**config.mk**
```make
export PLATFORM = sky130hd
export DESIGN_NAME = mrae_alu
export DESIGN_NICKNAME = d
export VERILOG_FILES = /design/src/sv/mrae_pkg.sv /design/src/sv/mrae_alu.sv
export SDC_FILE = /design/constraint.sdc
export NUM_CORES = 1
export LEC_CHECK = 0
export ABC_AREA = 1
export BUFFER_PORTS_ARGS = -buffer_cell sky130_fd_sc_hd__buf_2
export CAP_MARGIN = 20
export CORE_MARGIN = 10
export CORE_UTILIZATION = 36
export DETAILED_ROUTE_END_ITERATION = 12
export GPL_ROUTABILITY_DRIVEN = 0
export PLACE_DENSITY = 0.57
export SLEW_MARGIN = 15
export SYNTH_ARGS = -nofsm -noshare
export SYNTH_HDL_FRONTEND = slang
export SYNTH_SLANG_ARGS = --single-unit
```
**constraint.sdc**
```tcl
create_clock -name vclk -period 7.2
set_clock_uncertainty 0.05 [all_clocks]
set_input_delay 1.08 -clock vclk [all_inputs]
set_output_delay 1.08 -clock vclk [all_outputs]
set_load 0.1 [all_outputs]
```
**src/sv/mrae_pkg.sv**
```systemverilog
`default_nettype none
// ----------------------------------------------------------------------------
// mrae_pkg: shared definitions for the multichannel register ALU execute stage
// Command codes, field widths, comparator modes and the ALU status record.
// ----------------------------------------------------------------------------
package mrae_pkg;

   localparam int unsigned REG_ADDR_WIDTH_DEF = 6;
   localparam int unsigned CHANNELS_DEF       = 8;

   localparam int unsigned WORD_W      = 32;
   localparam int unsigned CMD_W       = 5;
   localparam int unsigned CH_W        = 3;
   localparam int unsigned ADDR_W      = 6;
   localparam int unsigned MODE_W      = 2;
   localparam int unsigned REQ_TDATA_W = 64;
   localparam int unsigned RSP_TDATA_W = 32;
   localparam int unsigned RSP_TUSER_W = 2;

   localparam logic [WORD_W-1:0] ALL_ONES = 32'hffff_ffff;
   localparam logic [WORD_W-1:0] MAG_MASK = 32'h7fff_ffff;
   localparam logic [WORD_W-1:0] SIGN_BIT = 32'h8000_0000;

   localparam logic [MODE_W-1:0] MODE_FULL   = 2'd0;
   localparam logic [MODE_W-1:0] MODE_REDUCE = 2'd1;

   typedef logic [WORD_W-1:0] word_type;

   typedef enum logic [CMD_W-1:0] {
      CMD_NOP       = 5'd0,
      CMD_STOP      = 5'd1,
      CMD_AND       = 5'd2,
      CMD_OR        = 5'd3,
      CMD_XOR       = 5'd4,
      CMD_SATP      = 5'd5,
      CMD_SATN      = 5'd6,
      CMD_EQ        = 5'd7,
      CMD_NE        = 5'd8,
      CMD_GT        = 5'd9,
      CMD_LE        = 5'd10,
      CMD_BSET      = 5'd11,
      CMD_BSEL      = 5'd12,
      CMD_NOT       = 5'd13,
      CMD_ABS       = 5'd14,
      CMD_POPCNT    = 5'd15,
      CMD_LDC       = 5'd16,
      CMD_HOSTWRITE = 5'd17,
      CMD_HOSTREAD  = 5'd18,
      CMD_BROADCAST = 5'd19
   } command_type;

   typedef struct packed {
      logic wr;
      logic err;
      logic to_src_a;
   } alu_status_type;

endpackage
`default_nettype wire

```
**src/sv/mrae_alu.sv**
```systemverilog
`default_nettype none
// ----------------------------------------------------------------------------
// mrae_alu: result logic for the register operations
// Bitwise, not, float min/max, sign-magnitude compares, bit set/select, abs, popcount, constant load.
// ----------------------------------------------------------------------------
module mrae_alu (
   input  logic [mrae_pkg::CMD_W-1:0]  cmd,
   input  logic [mrae_pkg::MODE_W-1:0] mode,
   input  mrae_pkg::word_type          src_a_val,
   input  mrae_pkg::word_type          src_b_val,
   input  mrae_pkg::word_type          dest_val,
   input  mrae_pkg::word_type          konst,
   output mrae_pkg::word_type          result,
   output mrae_pkg::alu_status_type    status
);
   import mrae_pkg::*;

   function automatic logic is_nan(input word_type x);
      return (x[30:23] == 8'hff) && (x[22:0] != 23'd0);
   endfunction

   function automatic logic float_less(input word_type x, input word_type y);
      word_type kx;
      word_type ky;
      kx = x[31] ? ~x : (x | SIGN_BIT);
      ky = y[31] ? ~y : (y | SIGN_BIT);
      if (is_nan(x) || is_nan(y)) return 1'b0;
      if (((x & MAG_MASK) == '0) && ((y & MAG_MASK) == '0)) return 1'b0;
      return kx < ky;
   endfunction

   function automatic logic sm_greater(input word_type x, input word_type y);
      if (x[31] && y[31]) return x < y;
      if (x[31]) return 1'b0;
      if (y[31]) return 1'b1;
      return x > y;
   endfunction

   logic     eq_t;
   logic     gt_t;
   logic     cmp_t;
   word_type bit_mask;

   assign eq_t     = (src_a_val == src_b_val);
   assign gt_t     = sm_greater(src_a_val, src_b_val);
   assign cmp_t    = (cmd == CMD_EQ) ? eq_t :
                     (cmd == CMD_NE) ? !eq_t :
                     (cmd == CMD_GT) ? gt_t : (eq_t || !gt_t);
   assign bit_mask = word_type'(1) << src_b_val[4:0];

   always_comb begin
      result          = '0;
      status.wr       = 1'b1;
      status.err      = 1'b0;
      status.to_src_a = 1'b0;
      unique case (cmd)
         CMD_AND: result = src_a_val & src_b_val;
         CMD_OR:  result = src_a_val | src_b_val;
         CMD_XOR: result = src_a_val ^ src_b_val;
         CMD_SATP: result = float_less(src_b_val, src_a_val) ? src_b_val : src_a_val;
         CMD_SATN: result = float_less(src_a_val, src_b_val) ? src_b_val : src_a_val;
         CMD_EQ, CMD_NE, CMD_GT, CMD_LE: begin
            if (mode == MODE_FULL) begin
               result = cmp_t ? ALL_ONES : '0;
            end else if (mode == MODE_REDUCE) begin
               result = {31'd0, cmp_t};
            end else begin
               status.wr  = 1'b0;
               status.err = 1'b1;
            end
         end
         CMD_BSET: begin
            result          = (dest_val != '0) ? (src_a_val | bit_mask)
                                               : (src_a_val & ~bit_mask);
            status.to_src_a = 1'b1;
         end
         CMD_BSEL:   result = {31'd0, src_a_val[src_b_val[4:0]]};
         CMD_NOT:    result = ~src_a_val;
         CMD_ABS:    result = src_a_val & MAG_MASK;
         CMD_POPCNT: result = WORD_W'($countones(src_a_val));
         CMD_LDC:    result = konst;
         default:    status.wr = 1'b0;
      endcase
   end

endmodule
`default_nettype wire

```
Word level (Yosys, flattened, before mapping). Cells that the tools add are included.

Word-level logic and storage cells: 127. Flip-flop bits (word level): 0. Input bits: 135. Output and inout bits: 35.

Add/sub/neg operators: 31. Shift operators: 1. Magnitude comparators: 5. Reduce and logical (&&, ||, !) cells: 16. Equality and inequality tests: 19. Bitwise gates (word level): 8. Mux-type cells: 47.

Operator list (number): $pmux 32 s12 (1); $mux 32 (7); $lt 32x32->1 (3); $not 32->32 (3); $and 32x32->32 (2); $logic_not 32->1 (2); $or 32x32->32 (2); $reduce_bool 23->1 (2); $eq 5x4->1 const B (8); $mux 1 (35); $add 1x1->2 (16); $eq 32x32->1 (1); $gt 32x32->1 (1); $reduce_bool 32->1 (1); $shl 1x5->32 const A (1); $xor 32x32->32 (1); $add 2x2->3 (8); $eq 5x3->1 const B (4); $add 3x3->4 (4); $eq 8x8->1 const B (2); $reduce_or 11->1 (1); $add 4x4->5 (2); $eq 5x2->1 const B (2); $add 5x5->6 (1); other kinds (11) (17).

Longest topological paths before layout.
Depth after elaboration: 16. Mapped depth: 24. Mapped depth without buffers: 22.

Worst setup path after synthesis. OpenSTA, ideal clock, no wires.

Path kind: input-to-output. Start: input port src_a_val[9]. End: output port result[3]. Cell stages on the path: 23. Data arrival time: 6.141 ns. Path buffers: 1. Setup slack: -0.071 ns. Data required time: 6.070 ns. Cell sequence: clkbuf_1 inv_1 fa_1 fa_1 inv_1 fa_1 fa_1 fa_1 inv_1 fa_1 inv_1 ha_1 a21oi_1 nor2_1 nor2_1 inv_1 a21oi_1 o21ai_0 nand3_1 a21oi_1 nand2_1 nor2_1 nand2_1.

Word-level cells in the longest chain between the ends: 15. Elaborated cells between the ends (all ways): 49. Those cells by class: add/sub (5); order compare (4); eq/ne (1); mux (30); bitwise (1); reduce/logical (8).

Ends and longest elaborated chain: start: declaration (line mrae_alu.sv:9) `input mrae_pkg::word_type src_a_val,`; $lt 32x32->1 (line mrae_alu.sv:33) `if (x[31] && y[31]) return x < y;`; $mux 1 (line mrae_alu.sv:33); $mux 1 (line mrae_alu.sv:34) `if (x[31]) return 1'b0;`; $mux 1 (line mrae_alu.sv:35) `if (y[31]) return 1'b1;`; $mux 1 (line mrae_alu.sv:36) `return x > y;`; $mux 1 (line mrae_alu.sv:35); $mux 1 (line mrae_alu.sv:34); $logic_not 1->1 (line mrae_alu.sv:48) `(cmd == CMD_GT) ? gt_t : (eq_t || !gt_t);`; $logic_or 1x1->1 (line mrae_alu.sv:48); $mux 1 (line mrae_alu.sv:48); $mux 1 (line mrae_alu.sv:47) `(cmd == CMD_NE) ? !eq_t :`; $mux 1 (line mrae_alu.sv:46) `assign cmp_t = (cmd == CMD_EQ) ? eq_t :`; $mux 32 (line mrae_alu.sv:64) `result = cmp_t ? ALL_ONES : '0;`; $mux 32 (line mrae_alu.sv:63) `if (mode == MODE_FULL) begin`; $pmux 32 s12 * (line mrae_alu.sv:56) `unique case (cmd)`; end: declaration (line mrae_alu.sv:13) `output mrae_pkg::word_type result,`.

Every way passes the cells marked *; elsewhere a longest branch is shown, timed or not. The select of a mux whose other input is x is not followed.

Worst setup path after layout.
Start: input port src_a_val[23]. End: output port result[1].

Same word-level chain as after synthesis.

==> flow_summary.json <==
{
  "vias_per_cell": 5.631,
  "port_buffers": 170,
  "netlist_top_cells_count": "nand2_1 (320), nor2_1 (215), inv_1 (142)",
  "drtIter0Drc": 1056,
  "max_stage_delay_ps": 600,
  "path_cells": "buf_2, inv_1, fa_1, fa_2, fa_1, fa_1, fa_1, fa_1, inv_1, ha_2, inv_2, fa_1, o2111ai_2, nor4_2, nand2_1, nor2_1, nand2_1, buf_12",
  "overflow": 0,
  "synth_mux_area_share_pct": 0,
  "grt_pass1_wl_mm": 56.18,
  "ant_nets": 0,
  "yosysTopAreaCell": "ha_1",
  "yosys_warnings": 0,
  "whs_ps": 2582,
  "setup_viol": 0,
  "syn_area_mm2": 0.008060,
  "die_area_mm2": 0.02877,
  "syn-num-nets": 1663,
  "worst_setup_path_end_kind": "output pin",
  "worstMarginPinSlew_ps": 1073,
  "drcViolationCount": 0,
  "peakVddDrop_uv": 150.5,
  "rsz0062_at_grt": "yes",
  "maxSlewHeadroom_pct": 28.29,
  "hold_path_class": "input pin to output pin",
  "path_common_cell": "fa_1",
  "gr-usage-all-layers_pct": 24.03,
  "core_mm2": 0.02196,
  "netlist_instances": 1368,
  "period_minus_slack_ps": 7059,
  "slowest_stage": "fa_1",
  "antenna_found_initial": 1,
  "synth_area_leaders": "ha_1 (21%), nand2_1 (15%), nor2_1 (10%)",
  "dr_total_vias": 10141,
  "grt_max_degree": 64,
  "routed_wl_mm": 36.52,
  "cp-endpoint": "result[1]",
  "synthXorXnorAreaFrac_pct": 6.737,
  "post-place-ws_ps": -19.81,
  "arrival_ps": 5930,
  "synth_compound_area_share_pct": 15.82,
  "status": "finished clean",
  "drive_above_1_share_pct": 17.42,
  "ys_seq_area_share_pct": 0,
  "wire_per_inst_um": 20.28,
  "layout_setup_ws_ps": 140.9,
  "criticalPathCategory": "input pin to output pin",
  "nets": 1818,
  "drv_slew": 0,
  "die_h_um": 169.6,
  "p_per_area_mw_per_mm2": 129.0,
  "seq_area_um2": 0,
  "synthSimpleGateAreaFrac_pct": 38.68,
  "synth_top_area_share_pct": 21.11,
  "place_inst": 1800,
  "floorplan.die.width_um": 169.6,
  "fp-row-count": 54,
  "clkbuf_count": 0,
  "num-fill-cells": 2411,
  "period_share_pct": 98.04,
  "start_kind": "input pin",
  "cp-startpoint": "src_a_val[23]",
  "syn_avg_cell_area_um2": 5.892,
  "crit_fanout": 2,
  "ios": 170,
  "synth_top_family_by_area": "simple AND/OR/NAND/NOR gates",
  "max_freq_mhz": 141.7,
  "layoutNonFillerInstCount": 1801,
  "leakagePower_nw": 4.942,
  "seq_cell_count": 0,
  "initial_utilization_pct": 36.71,
  "max-cap-violations": 0,
  "yosysMostFrequentCell": "nand2_1",
  "grt_pass1_vias": 9894,
  "hold_viol": 0,
  "synthAdderAreaFrac_pct": 27.07,
  "ys_types": 47,
  "areaGrowthSynthToFinish_pct": 17.84,
  "hpwlAfterDp_mm": 27.25,
  "drt_first_pass_iters": 5,
  "holdBufCountCts": 0,
  "cp.required_ps": 6070,
  "antenna_cells": 0
}
## layer usage
metal / vias up / track usage [%] / share of wire (%)
li1: 4894 / - / -
met4: 2 / 5.151 / 2.4
met3: 68 / 4.652 / 11
met5: - / 0 / 0.030
met1: 4648 / 31.24 / 42
met2: 529 / 40.16 / 45
## power breakdown
group	switching, mW	internal [mW]	total (mW)	leakage [nW]
combinational	0.794	0.431	1.22	4.94
sequential	0	0	0	0
clock	0	0	0	0
total	0.794	0.431	1.22	4.94
## worst max-delay path: cells and delay by family
kind            cells  cell delay, ps
fa+ha+maj           8            3700
simple gates        4             580
buf+inv             5             450
compound gates      1             140
## how the worst min path moves through the flow
stage / start / endpoint / cells after the start / slack (ps)
final: mode[1] / status[1] / 4 / 2580
after global routing: mode[1] / status[1] / 4 / 2590
after CTS: mode[1] / status[1] / 4 / 2580
after detailed placement: mode[1] / status[1] / 4 / 2580
after global placement: mode[1] / status[1] / 4 / 2570
after floorplan: mode[1] / status[1] / 2 / 2480
## stage by stage
step | TNS (ps) | cell area [um^2] | utilization [%] | total power [mW]
2_1_floorplan | 0 | 8063 | - | 0.8376
3_3_place_gp | -30.69 | 9376 | 42.70 | 1.161
3_5_place_dp | -19.81 | 9376 | 42.70 | 1.174
4_1_cts | 0 | 9385 | 42.74 | 1.188
5_1_grt | -81.19 | 9498 | 43.25 | 1.370
6_report | 0 | 9498 | 43.25 | 1.225
## cell usage in the layout (no fill, tap or decap), drive strengths merged, types with 3 or more instances in the layout
| master | synthesis | final |
|---|---|---|
| a211oi | 8 | 8 |
| a21oi | 69 | 69 |
| a221oi | 16 | 16 |
| a311oi | 3 | 3 |
| a31oi | 8 | 8 |
| buf | 32 | 226 |
| clkinv | 11 | 9 |
| fa | 24 | 24 |
| ha | 136 | 136 |
| inv | 144 | 146 |
| nand2 | 322 | 322 |
| nand3 | 66 | 66 |
| nand4 | 79 | 79 |
| nor2 | 219 | 219 |
| nor3 | 14 | 14 |
| nor4 | 16 | 16 |
| o2111ai | 19 | 19 |
| o211ai | 4 | 4 |
| o21ai | 33 | 33 |
| o221ai | 18 | 18 |
| o22ai | 9 | 9 |
| or2 | 3 | 3 |
| xnor2 | 31 | 31 |
| xor2 | 31 | 31 |
## repair_timing
item	4_1_cts	5_1_grt
pin swaps	1	17
buffers inserted	0	1
resized for setup	3	37
endpoints found under the setup margin	2	5
endpoints found under the hold margin	0	0
## area by class of cell
| class | instances | area, um^2 | share of cell area [%] |
|---|---|---|---|
| Inverter | 155 | 591.8 | 6.231 |
| Multi-Input combinational cell | 1140 | 7164 | 75.43 |
| Tap cell | 280 | 350.3 | 3.689 |
| Timing Repair Buffer | 226 | 1391 | 14.65 |
## logic make-up (layout without fill, tap and decap cells)
| logic type | Yosys count | after routing |
|---|---|---|
| and+or+nand+nor | 722 | 722 |
| buffers and inverters | 228 | 381 |
| adders and majority gates | 160 | 160 |
| xor gates and xnor gates | 62 | 62 |
| AOI/OAI and AO/OA | 196 | 196 |
(Power assumes the default switching activity.)
